--- config.mk ---
export PLATFORM = sky130hd
export DESIGN_NAME = hsmt_front
export DESIGN_NICKNAME = d
export VERILOG_FILES = /design/src/design/hsmt_pkg.sv /design/src/design/hsmt_front.sv
export SDC_FILE = /design/constraint.sdc
export NUM_CORES = 1
export LEC_CHECK = 0
export BUFFER_PORTS_ARGS = -buffer_cell sky130_fd_sc_hd__buf_2
export CAP_MARGIN = 40
export CORE_MARGIN = 5
export CORE_UTILIZATION = 35
export CTS_BUF_LIST = sky130_fd_sc_hd__clkbuf_2
export DETAILED_ROUTE_END_ITERATION = 12
export PLACE_DENSITY = 0.61
export SYNTH_ARGS = -nofsm -noshare
export SYNTH_HDL_FRONTEND = slang
export SYNTH_SLANG_ARGS = --single-unit
--- constraint.sdc ---
create_clock -name clk -period 2.4 [get_ports clk]
set_input_delay 0.36 -clock clk [delete_from_list [all_inputs] [get_ports clk]]
set_output_delay 0.36 -clock clk [all_outputs]
set_load 0.02 [all_outputs]
--- src/design/hsmt_pkg.sv ---
// Shared types, codes and constants of the hash set member table.
package hsmt_pkg;

	localparam int KEY_W       = 32;
	localparam int KIND_W      = 2;
	localparam int TOTAL_W     = 11;
	localparam int M_TDATA_W   = 16;
	localparam int BUCKETS_DEF = 256;
	localparam int WAYS_DEF    = 4;
	localparam int QUEUE_DEPTH = 2;

	// round(0.6180339887 * 2^32)
	localparam logic [KEY_W-1:0] HASH_MULT = 32'd2654435769;

	localparam logic [KIND_W-1:0] KIND_ADD      = 2'd0;
	localparam logic [KIND_W-1:0] KIND_REMOVE   = 2'd1;
	localparam logic [KIND_W-1:0] KIND_CONTAINS = 2'd2;

	typedef struct packed {
		logic [KIND_W-1:0]       kind;
		logic signed [KEY_W-1:0] key;
	} op_t;

	typedef struct packed {
		logic [TOTAL_W-1:0] member_total;
		logic               status;
		logic               was_present;
	} result_t;

endpackage

--- src/design/hsmt_front.sv ---
// Front part: accepts operation words and works out their bucket.
module hsmt_front #(
	parameter int BUCKETS = 256,
	parameter int BW      = 8
) (
	input  logic                  clk,
	input  logic                  arst_n,
	input  logic                  s_tvalid,
	output logic                  s_tready,
	input  logic [31:0]           s_tdata,
	input  logic [1:0]            s_tuser,
	output logic                  q_valid,
	input  logic                  q_ready,
	output hsmt_pkg::op_t         q_op,
	output logic [BW-1:0]         q_bucket
);
	import hsmt_pkg::*;

	logic             v_s1;
	op_t              op_s1;
	logic [KEY_W-1:0] frac_s1;
	logic [KEY_W-1:0] frac_d;
	logic [KEY_W+16:0] scaled;
	logic             adv;

	assign frac_d = s_tdata * HASH_MULT;
	assign adv    = !v_s1 || q_ready;
	assign s_tready = adv;

	always_ff @(posedge clk or negedge arst_n) begin
		if (!arst_n) begin
			v_s1 <= 1'b0;
		end else if (adv) begin
			v_s1 <= s_tvalid;
		end
	end

	always_ff @(posedge clk) begin
		if (adv && s_tvalid) begin
			op_s1.kind <= s_tuser;
			op_s1.key  <= $signed(s_tdata);
			frac_s1    <= frac_d;
		end
	end

	// Bucket is floor(frac * BUCKETS / 2^32).
	assign scaled   = {17'b0, frac_s1} * (KEY_W+17)'(BUCKETS);
	assign q_bucket = scaled[KEY_W +: BW];
	assign q_valid  = v_s1;
	assign q_op     = op_s1;

endmodule

==> results.md <==
- Vias/cell: approximately 4.4
- Crit path time final: 5.82 ns
- DR WL/cell: around 17 microns
- Failing checks: setup timing
- Post-synth EDFFs: 42
- Max-Cap Viols: 0
- CP startpoint kind: input pin
- Initial Utilization: 0.356
- GRT met1 Usage: 0.236
- Final Max Slew Viols: 0
- Row cnt: 62
- Fill cells: about 2.8k
- Unique masters post-synth: 32
- CTS max path bufs: 2
- Critical Path End Type: flop
- Layout cells sized above 1: 0.256
- Initial antenna violation count: 1
- Pin count of the biggest net entering global routing: 31
- Number of buffers inserted during clock tree synthesis: 5
- Synth area leaders: fa_1 (44%), ha_1 (24%), edfxtp_1 (12%), inv_1 (12%), xnor2_1 (3.2%)
- Worst-Margin Slew: 0.397 ns
- Yosys top cell area share: 0.444
- Pre-CTS WS: -4.16 ns
- Vias: 6,743
- YS warnings: 0
- Die area: between 0.03 and 0.04 sq mm
- Critical path arrival: 6.10 ns
- Primary FF master, synth: edfxtp_1
- NumNets Final: approximately 1.6k
- Iter 0 DRT Violations: roughly 260
- Synthesized flop and latch total: 43
- Setup slack after layout: -3.42 ns
- Share of flip-flops with an asynchronous set or reset: 0.0233
- Max_slew headroom: 0.735
- GRT Util Overall: 0.168
- Worst Path Max Fanout: 4
- GRT Max-Usage Layer: met2
- TritonCTS clock tree: yes
- RSZ-0062 raised after global routing: yes
- Mapped Cells: about 890
- IO Port Bufs: around 80
- Root Buffer: clkbuf_2
- Clock Latency Late Sink: about 0.50 ns
- FF+latch area: about 0.0013 sq mm
- Multi-input logic area: around 0.008 sq mm
- Final hold viol count: 0
- Net count after synthesis: ~1.4k
- Tcrit/Tclk final: 2.43
- Top-count cell post-synth: inv_1
- Final setup violation count: 8
- Hold Path Class: in -> reg
- GP Congestion: between 0.9 and 1
- CTS Sinks: 43
- Antenna Nets Post-Route: 0
- CTS clk-pin slew, worst paths: 0.28 ns
- Drt first pass iters: 5
- Worst EP required: 2.68 ns
- Mapped cell area: 0.0103 sq mm
- GRT Residual Overflow: 0
- Avg Cell Area, Syn: 11.5 sq um
- Vias in the first global route: about 7.8k
- Core box area: approximately 0.029 sq mm
- Global Route met2 Usage: 0.285
- Setup CP Type: in -> reg
- Fmax achieved: 172 MHz
- Final wirelength: between 20,000 and 30,000 microns
- Die X: between 150 and 200 microns
- Hpwl dp: around 24,000 microns
- Met3 usage: 0.0233
- Synth-to-Final Area Change: 23.5%
- Worst clock skew: ~0.025 ns
- First-pass GRT wire length: ~42,000 microns
- Die Y: 181 microns
- Htree depth: 2
- Synth area leader: fa_1
- Io pins: slightly above 80
- Most common library cells after synthesis: inv_1 (320), fa_1 (228), ha_1 (200), edfxtp_1 (42), xnor2_1 (38)
- Register area share after synthesis: 0.125
- Status: complete, but fails checks
- DRC: 0
==> path summary, 6_finish.rpt <==
| kind | startpoint | endpoint | slack, ns | depth (start not counted) |
|---|---|---|---|---|
| setup / recovery | s_tdata[4] | frac_s1[31] | -3.42 | 24 |
| hold / removal | s_tvalid | q_valid | 0.03 | 2 |
| setup reg to reg | q_valid | frac_s1[25] | 0.89 | 3 |
| hold reg to reg | q_valid | q_valid | 0.56 | 2 |
| max in group asynchronous | arst_n | q_valid | 2.22 | 2 |
| min in group asynchronous | arst_n | q_valid | 0.10 | 2 |
==> kinds of logic (layout without fill, tap and decap cells) <==
group | Yosys count | count (layout) | synth area share
fa+ha+maj | 428 | 428 | 0.688
buf+inv | 320 | 564 | 0.117
simple gates | 24 | 24 | 0.0113
other cells | 0 | 1 | 0
flops | 43 | 43 | 0.125
compound gates | 30 | 30 | 0.0194
xor+xnor | 46 | 46 | 0.0392
==> placed cells by master (no fill, tap or decap), types with 3 or more instances in the layout <==
cell type,instances
inv_1,303
fa_1,215
ha_1,196
buf_4,141
buf_2,77
edfxtp_1,42
xnor2_1,37
fa_2,13
inv_2,11
a21oi_1,8
xor2_1,7
nand2_1,6
dlygate4sd3_1,6
buf_12,6
clkbuf_2,5
clkinvlp_4,4
nor2_1,4
a21o_1,4
ha_4,4
buf_6,4
a21oi_2,3
clkinv_2,3
==> critical path, cell delays in order <==
cell,delay (ns)
buf_8,0.08
inv_4,0.03
fa_1,0.58
inv_2,0.05
fa_2,0.39
fa_1,0.49
inv_1,0.05
fa_1,0.49
inv_2,0.04
fa_1,0.52
inv_2,0.04
fa_1,0.53
inv_1,0.05
fa_2,0.53
fa_2,0.45
ha_4,0.25
nand3_4,0.07
nor2_2,0.04
o21ai_1,0.14
a31oi_1,0.09
a41o_2,0.32
a21oi_4,0.23
o221ai_2,0.13
xnor2_1,0.13
==> sequential cells by signal, summed over array words and instances, names as in the netlist <==
| name | cells |
|---|---|
| q_op | 34 |
| q_valid | 1 |
| frac_s1 | 8 |
==> layout make-up <==
type,instances,share of cell area
Multi-Input combinational cell,528,0.627
Clock inverter,3,0.00118
Inverter,320,0.0964
Clock buffer,5,0.00197
Tap cell,384,0.0379
Sequential cell,43,0.101
Timing Repair Buffer,236,0.134
Antenna cell,1,0.000197
==> metal layers <==
layer  share of wire  vias up
li1                -     3146
met1            0.45     3440
met2            0.49      136
met3           0.044       21
met4           0.012        0
met5               0        -
==> metrics by stage <==
stage,cells,utilization,cell area (sq um),setup TNS (ns),hold slack (ns)
finish,1520,0.440,12700,-26.71,0.0337
CTS,1513,0.434,12500,-26.30,0.00619
global route,1520,0.440,12700,-27.64,0.000656
detailed placement,1498,0.426,12300,-32.50,0.136
floorplan,891,-,10300,-27.53,0.0644
global placement,1498,0.426,12300,-32.00,0.135
==> what timing repair did <==
item | 4_1_cts | 5_1_grt
hold endpoints to repair | 4 | 2
resized for setup | 36 | 27
hold buffers | 4 | 2
endpoints found under the setup margin | 8 | 8
setup buffers | 4 | 4
pin swaps | 29 | 18
Power is not shown: default switching activity piles up to over one toggle a cycle in this logic, so the estimate is an artifact.
