===== config.mk =====
export PLATFORM = sky130hd
export DESIGN_NAME = hsmt_queue
export DESIGN_NICKNAME = d
export VERILOG_FILES = /design/src/design/hsmt_pkg.sv /design/src/design/hsmt_queue.sv
export SDC_FILE = /design/constraint.sdc
export NUM_CORES = 1
export LEC_CHECK = 0
export ABC_CLOCK_PERIOD_IN_PS = 1300
export BUFFER_PORTS_ARGS = -buffer_cell sky130_fd_sc_hd__buf_2
export CAP_MARGIN = 20
export CORE_ASPECT_RATIO = 0.9
export CORE_MARGIN = 5
export CORE_UTILIZATION = 40
export CTS_CLUSTER_DIAMETER = 30
export DETAILED_ROUTE_END_ITERATION = 7
export PLACE_DENSITY = 0.77
export SYNTH_ARGS = -nofsm -noshare
export SYNTH_HDL_FRONTEND = slang
export SYNTH_SLANG_ARGS = --single-unit

===== constraint.sdc =====
create_clock -name clk -period 1.3 [get_ports clk]
set_input_delay 0.065 -clock clk [delete_from_list [all_inputs] [get_ports clk]]
set_output_delay 0.065 -clock clk [all_outputs]
set_load 0.1 [all_outputs]

===== src/design/hsmt_pkg.sv =====
// Shared types, codes and constants of the hash set member table.
package hsmt_pkg;

	localparam int KEY_W       = 32;
	localparam int KIND_W      = 2;
	localparam int TOTAL_W     = 11;
	localparam int M_TDATA_W   = 16;
	localparam int BUCKETS_DEF = 256;
	localparam int WAYS_DEF    = 4;
	localparam int QUEUE_DEPTH = 2;

	// round(0.6180339887 * 2^32)
	localparam logic [KEY_W-1:0] HASH_MULT = 32'd2654435769;

	localparam logic [KIND_W-1:0] KIND_ADD      = 2'd0;
	localparam logic [KIND_W-1:0] KIND_REMOVE   = 2'd1;
	localparam logic [KIND_W-1:0] KIND_CONTAINS = 2'd2;

	typedef struct packed {
		logic [KIND_W-1:0]       kind;
		logic signed [KEY_W-1:0] key;
	} op_t;

	typedef struct packed {
		logic [TOTAL_W-1:0] member_total;
		logic               status;
		logic               was_present;
	} result_t;

endpackage


===== src/design/hsmt_queue.sv =====
// Short queue between the front and back parts.
module hsmt_queue #(
	parameter int W = 8
) (
	input  logic         clk,
	input  logic         arst_n,
	input  logic         wr_valid,
	output logic         wr_ready,
	input  logic [W-1:0] wr_data,
	output logic         rd_valid,
	input  logic         rd_ready,
	output logic [W-1:0] rd_data
);
	import hsmt_pkg::*;

	localparam int PW = (QUEUE_DEPTH > 1) ? $clog2(QUEUE_DEPTH) : 1;
	localparam int CW = $clog2(QUEUE_DEPTH + 1);

	logic [W-1:0]  ent_q [QUEUE_DEPTH];
	logic [PW-1:0] wp_q, rp_q;
	logic [CW-1:0] cnt_q;
	logic          push, pop;

	assign wr_ready = (cnt_q != CW'(QUEUE_DEPTH));
	assign rd_valid = (cnt_q != '0);
	assign push     = wr_valid && wr_ready;
	assign pop      = rd_valid && rd_ready;
	assign rd_data  = ent_q[rp_q];

	always_ff @(posedge clk or negedge arst_n) begin
		if (!arst_n) begin
			wp_q  <= '0;
			rp_q  <= '0;
			cnt_q <= '0;
		end else begin
			if (push) begin
				wp_q <= (wp_q == PW'(QUEUE_DEPTH-1)) ? '0 : wp_q + 1'b1;
			end
			if (pop) begin
				rp_q <= (rp_q == PW'(QUEUE_DEPTH-1)) ? '0 : rp_q + 1'b1;
			end
			unique case ({push, pop})
				2'b10:   cnt_q <= cnt_q + 1'b1;
				2'b01:   cnt_q <= cnt_q - 1'b1;
				default: cnt_q <= cnt_q;
			endcase
		end
	end

	always_ff @(posedge clk) begin
		if (push) begin
			ent_q[wp_q] <= wr_data;
		end
	end

endmodule


==> impl_results.md, run 1 <==
* Syn Area/Cell at ~18 sq um
* Synth unique cells at 13
* Ys Warns at 0
* DRT antenna net count at 0
* Post-synthesis net count at 55
* Area leader, netlist: edfxtp_1
* Vias per cell at about 4.5
* Residual DRC at 0
* Synth-to-Final Area Change at 78.57%
* Critical path destination: rd_data[1]
* Die Wd at roughly 56 um
* Detailed Routing Iterations Pass 1 at 2
* Overall Global Routing Usage at about a tenth
* Most frequent cells in the layout: 16 x edfxtp_1, 11 x buf_2, 9 x dlygate4sd3_1, 9 x buf_12
* Clock latency reported for the late side of the worst-skew pair at approximately 0.29 ns
* Port bufs at 21
* Final WL at approximately 1.6 mm
* Critical path class: register to output pin
* Violated checks: setup timing
* F_max at ~0.7 GHz
* Layout Cells excl Fill at roughly 110
* Initial Util at roughly two fifths
* Initial antenna violation count at 0
* Fillcell total at 126
* Final clock skew at between 0.0009 and 0.001 ns
* Worst setup margin at -0.1285 ns
* Vias in the first global route at roughly 520
* Ys async rst share at about a fifth
* Setup crit end kind: output pin
* GRT Residual Overflow at 0
* Crit path max fanout at 4
* R2r endpoint: cnt_q[1]
* Post-DP HPWL at roughly 870 um
* FF-to-FF setup slack at -0.11 ns
* Placed insts at 93
* Final Instance Area at 0.001376 sq mm
* Slew margin rel. at roughly 83%
* CORE AREA at between 0.0015 and 0.002 sq mm
* Final #Nets at roughly 100
* # IOs at 22
* Root Driver: clkbuf_4
* Post-synth EDFFs at 16
* Rows at 15
* CTS tree: built
* Worst r2r path cells at 6
* Hold crit path type: primary input to asynchronous set/reset pin
* Layout cells sized above 1 at between 60% and 70%
* Max Buffers Root-to-Sink at 2
* Worst R2R Start: cnt_q[1]
* RSZ-0062 raised after global routing: yes
* Worst hold slack at 0.1029 ns
* Commonest non-fill, non-tap cell in the layout: edfxtp_1
* Setup-failing EPs final at 10
* Syn Inst Count at 42
* CP Launch Point: rp_q
* Max-Cap Viols at 0
* Synth top area cells: edfxtp_1 62%, dfrtp_1 13%, mux2_2 12%
* Top cell type's share of synthesized area at between 60 and 70%
* Post-Syn Area at a little under 800 sq um
* Clock Sinks at 20
* Place WS at -0.07401 ns
* Clock slew at reported path FFs at between 0.1 and 0.15 ns
* Die height at a little over 50 um
* #FFs+latches synth at 20
* DP Area at approximately 0.0010 sq mm
* First-pass GRT wire length at between 2 and 2.5 mm
* TritonCTS buffer count at 3
* Post-synthesis sequential area ratio at between 70% and 80%
* Status: finished with violations
* Worst Max-Slew Pin Slew at about 0.25 ns
* Min Clock Period, post-route at approximately 1.4 ns
* Vias at 499
* 1st-iter DRT viols at 7
* Worst Path Required at 1.24 ns
* Most used DFF post-synth: edfxtp_1
* Final Cycle Share at 109.9%
* Fin. Hold Viols at 0
* CP arrival at 1.36 ns
* Wirelength per Cell at between 10 and 15 um
* Pin count of the biggest net entering global routing at 13
* Final GP Congestion at roughly 0.69
* CP Launch Type: register
* CTS H-tree depth at 1
* Slew Viols, Final at 0
* # diodes at 0
* Die area at between 0.002 and 0.003 sq mm
-- cells by family after synthesis --
family / share of synthesized area [%]
and+or+nand+nor: 5.034
xor gates and xnor gates: 5.683
DFF: 75.33
buffers and inverters: 0.6487
muxes: 11.69
adders and majority gates: 1.623
-- routing by layer --
metal	wire [um]	vias up	share of wire (%)	global-route usage (%)
met5	0	-	0	0
met4	0	0	0	1.186
met2	876	15	56	19.65
met3	94	0	6.0	5.211
li1	-	244	-	-
met1	593	240	38	11.22
-- what timing repair did --
| item | 4_1_cts | 5_1_grt |
|---|---|---|
| buffers inserted | 5 | 1 |
| hold buffers | 9 | 0 |
| setup endpoints to repair | 11 | 20 |
| gates resized for setup | 22 | 24 |
| pin swaps | 1 | 2 |
| hold endpoints to repair | 20 | 0 |
-- cell type report --
class | count | area, sq um | area share (%)
multi-input combinational | 21 | 261.5 | 19.00
clock inverter | 1 | 30.03 | 2.182
sequential | 20 | 581.8 | 42.27
clock buffer | 3 | 22.52 | 1.636
timing repair buffer | 42 | 449.2 | 32.64
tap | 25 | 31.28 | 2.273
-- cells in the mapped netlist (all sizes together), types with 2 or more instances --
master,count
nor2,2
mux2,8
xnor2,3
xor2,2
dfrtp,4
edfxtp,16
-- through the flow --
step	setup TNS, ns	util (%)
3_5_place_dp	-0.08481	54.33
4_1_cts	-0.9975	67.47
5_1_grt	-1.819	73.33
6_report	-1.076	73.33
3_3_place_gp	-0.04046	54.33
2_1_floorplan	-1.249	-
-- critical path: stages (launching register included) --
cell	delay, ns
dfrtp_2	0.44
buf_6	0.14
mux2_4	0.31
buf_12	0.17
-- flip-flops by register name, summed over array words and instances (netlist names) --
register,flops
wp_q,1
ent_q,16
rp_q,1
cnt_q,2
-- how the worst min path moves through the flow --
stage                     startpoint       end  cells past startpoint
after floorplan               arst_n  cnt_q[0]                      0
after global placement        arst_n  cnt_q[0]                      1
after detailed placement      arst_n  cnt_q[0]                      1
after CTS                     arst_n      rp_q                      2
after global routing          arst_n      rp_q                      2
final                         arst_n  cnt_q[0]                      2
Power of run 1 is left out: the tool's default activity adds up to more than one toggle a clock period on the data nets, which glitch-free logic cannot reach.
==> run 2: changes to the inputs <==
--- a/config.mk
+++ b/config.mk
@@ -15,4 +15,5 @@
 export DETAILED_ROUTE_END_ITERATION = 7
 export PLACE_DENSITY = 0.77
+export REMOVE_ABC_BUFFERS = 1
 export SYNTH_ARGS = -nofsm -noshare
 export SYNTH_HDL_FRONTEND = slang
==> constraint.sdc (replaced) <==
create_clock -name clk -period 1.3 [get_ports clk]
set_input_delay 0.065 -clock clk [delete_from_list [all_inputs] [get_ports clk]]
set_output_delay 0.065 -clock clk [all_outputs]
set_load 0.05 [all_outputs]
==> run 2 against run 1 <==
- the flow still finishes with violations (setup timing)
- non-clock buffer count fell by 1
- first-iteration DRC count fell by 29%
- core utilization fell by 6.9 points
- cell area fell by 9.5%
- via count fell by 1.8%
- sequential share of layout area rose by 4.4 points
- wire length fell by 9.8%
- hold slack got worse by 0.010 ns
- flip-flop and latch count did not move
- cell count fell by 0.89%
- critical path depth did not move
- critical endpoint is now rd_data[3]
- largest cell class unchanged
==> impl_results.md, run 2 (synthesized netlist as in run 1, its figures left out) <==
* Post-DP HPWL at 913.4 um (+4.7%)
* Hold crit path type: primary input to asynchronous set/reset pin
* Status: finished with violations
* Max-Cap Viols at 0 (unchanged)
* Commonest non-fill, non-tap cell in the layout: edfxtp_1
* Setup crit end kind: output pin
* Core Util, Final at 66.40% (-6.9 points)
* First-pass GRT wire length at 2.263 mm (-0.88%)
* Clock slew at reported path FFs at 0.10 ns (about the same)
* Initial antenna violation count at 0 (unchanged)
* Detailed Routing Iterations Pass 1 at 2 (unchanged)
* Place WS at -0.1548 ns (-0.08081 ns)
* Layout cells sized above 1 at 59.30% (-2.8 points)
* Min Clock Period, post-route at 1.391 ns (-0.03796 ns)
* Max reg flops at 16 (unchanged)
* Largest Register: ent_q
* Die height at 51.65 um (unchanged)
* TritonCTS buffer count at 3 (unchanged)
* Worst path max stage delay at 0.45 ns (about the same)
* CORE AREA at 0.001877 sq mm (unchanged)
* Final clock skew at 0.002350 ns (+0.001402 ns)
* Placed insts at 93 (unchanged)
* Critical path, cell by cell: buf_6 -> mux2_4 -> buf_8
* Initial Util at 41.07% (unchanged)
* Worst Path Required at 1.24 ns (about the same)
* Critical path class: register to output pin
* Worst hold slack at 0.09272 ns (-0.01019 ns)
* Vias at 490 (-1.8%)
* Metal2 WL at 757 um (-14%)
* Final GP Congestion at 0.6684 (-3.1%)
* Root Driver: clkbuf_4
* CP delay by family, top: flip-flops
* Clock Sinks at 20 (unchanged)
* Die area at 0.002906 sq mm (unchanged)
* Slew margin rel. at 87.34% (+4.0 points)
* CTS tree: built
* Worst VDD drop at ~1.6 mV
* Pin count of the biggest net entering global routing at 12 (-1)
* Met1 wire length at 556 um (-6.2%)
* Port bufs at 21 (unchanged)
* Setup-failing EPs final at 9 (-1)
* Top flop regs: ent_q: 16 flops, cnt_q: 2 flops
* CTS H-tree depth at 1 (unchanged)
* # IOs at 22 (unchanged)
* CP arrival at 1.33 ns (-0.03 ns)
* Seq. cell area at 581.8 sq um (unchanged)
* Final Cycle Share at 107.0% (-2.9 points)
* Worst r2r path cells at 6 (unchanged)
* Residual DRC at 0 (unchanged)
* Layout Cells excl Fill at 111 (-0.89%)
* Overall Global Routing Usage at 10.22% (-0.36 points)
* Vias per cell at 4.414 (-0.92%)
* Fin. Hold Viols at 0 (unchanged)
* # diodes at 0 (unchanged)
* Critical path's slowest cell: dfrtp_2
* 1st-iter DRT viols at 5 (-2)
* Crit path max fanout at 4 (unchanged)
* CP Launch Type: register
* Vias in the first global route at 538 (+3.9%)
* Max Used Layer: met3
* Met3 Wirelength at 97 um (+3.2%)
* Clock latency reported for the late side of the worst-skew pair at 0.28 ns (about the same)
* Max Buffers Root-to-Sink at 2 (unchanged)
* Synth-to-Final Area Change at 61.69%
* Rows at 15 (unchanged)
* Pleak at roughly 0.51 nW
* Violated checks: setup timing
* Worst Max-Slew Pin Slew at 0.1899 ns (-0.05880 ns)
* GRT Residual Overflow at 0 (unchanged)
* Slew Viols, Final at 0 (unchanged)
* RSZ-0062 raised after global routing: yes
* F_max at 0.7192 GHz (+2.7%)
* Critical Path Stages at 3 (unchanged)
* Final WL at 1.410 mm (-9.8%)
* Area of the multi-input gates at 244.0 sq um (-6.7%)
* Worst setup margin at -0.09052 ns (+0.03796 ns)
* Wirelength per Cell at 12.70 um (-9.0%)
* Die Wd at 56.27 um (unchanged)
* Fillcell total at 148 (+17%)
* Most frequent cells in the layout: 16 x edfxtp_1, 11 x buf_2, 10 x buf_6
* Setup TNS at -0.7347 ns (+0.3409 ns)
* Buf/Inv on CP at 2 (unchanged)
* PD cells at about 2500 mW/mm^2
* Final #Nets at 100 (-0.99%)
* DRT antenna net count at 0 (unchanged)
==> run 2: timing repair <==
action | CTS | global route
setup endpoints to repair | 27 | 20
pin swaps | 5 | 4
resized for setup | 27 | 15
hold buffers | 9 | 0
hold endpoints to repair | 20 | 0
buffers inserted | 4 | 1
==> run 2: layout make-up <==
cell class                 instances  area share, %
tap                               25          2.510
sequential                        20          46.69
clock buffer                       3          1.807
clock inverter                     1         0.3012
multi-input combinational         21          19.58
timing repair buffer              41          29.12
==> run 2: report_power, final <==
group	switching (mW)	internal (mW)
clock	0.169	0.111
combinational	0.958	0.887
sequential	0.0889	0.898
==> run 2: path summary, 6_finish.rpt <==
kind / slack (ns) / start / endpoint
min in group clk: 0.18 / wr_valid / wp_q
min: 0.09 / arst_n / cnt_q[0]
max: -0.09 / rp_q / rd_data[3]
max in group asynchronous: 1.07 / arst_n / rp_q
min reg2reg: 0.57 / wp_q / wp_q
max reg2reg: -0.09 / cnt_q[1] / cnt_q[1]
==> run 2: metrics by stage <==
stage,cell area [sq um],power [mW]
floorplan,765.7,1.911
global placement,947.2,2.234
detailed placement,947.2,2.259
CTS,1182,2.937
global route,1246,3.270
finish,1246,3.112
==> run 2: routing by layer <==
metal,vias to the layer above,track usage [%]
met5,-,0
met4,0,3.557
met3,0,2.978
met2,16,17.70
met1,230,12.22
li1,244,-
(Power assumes the default switching activity.)
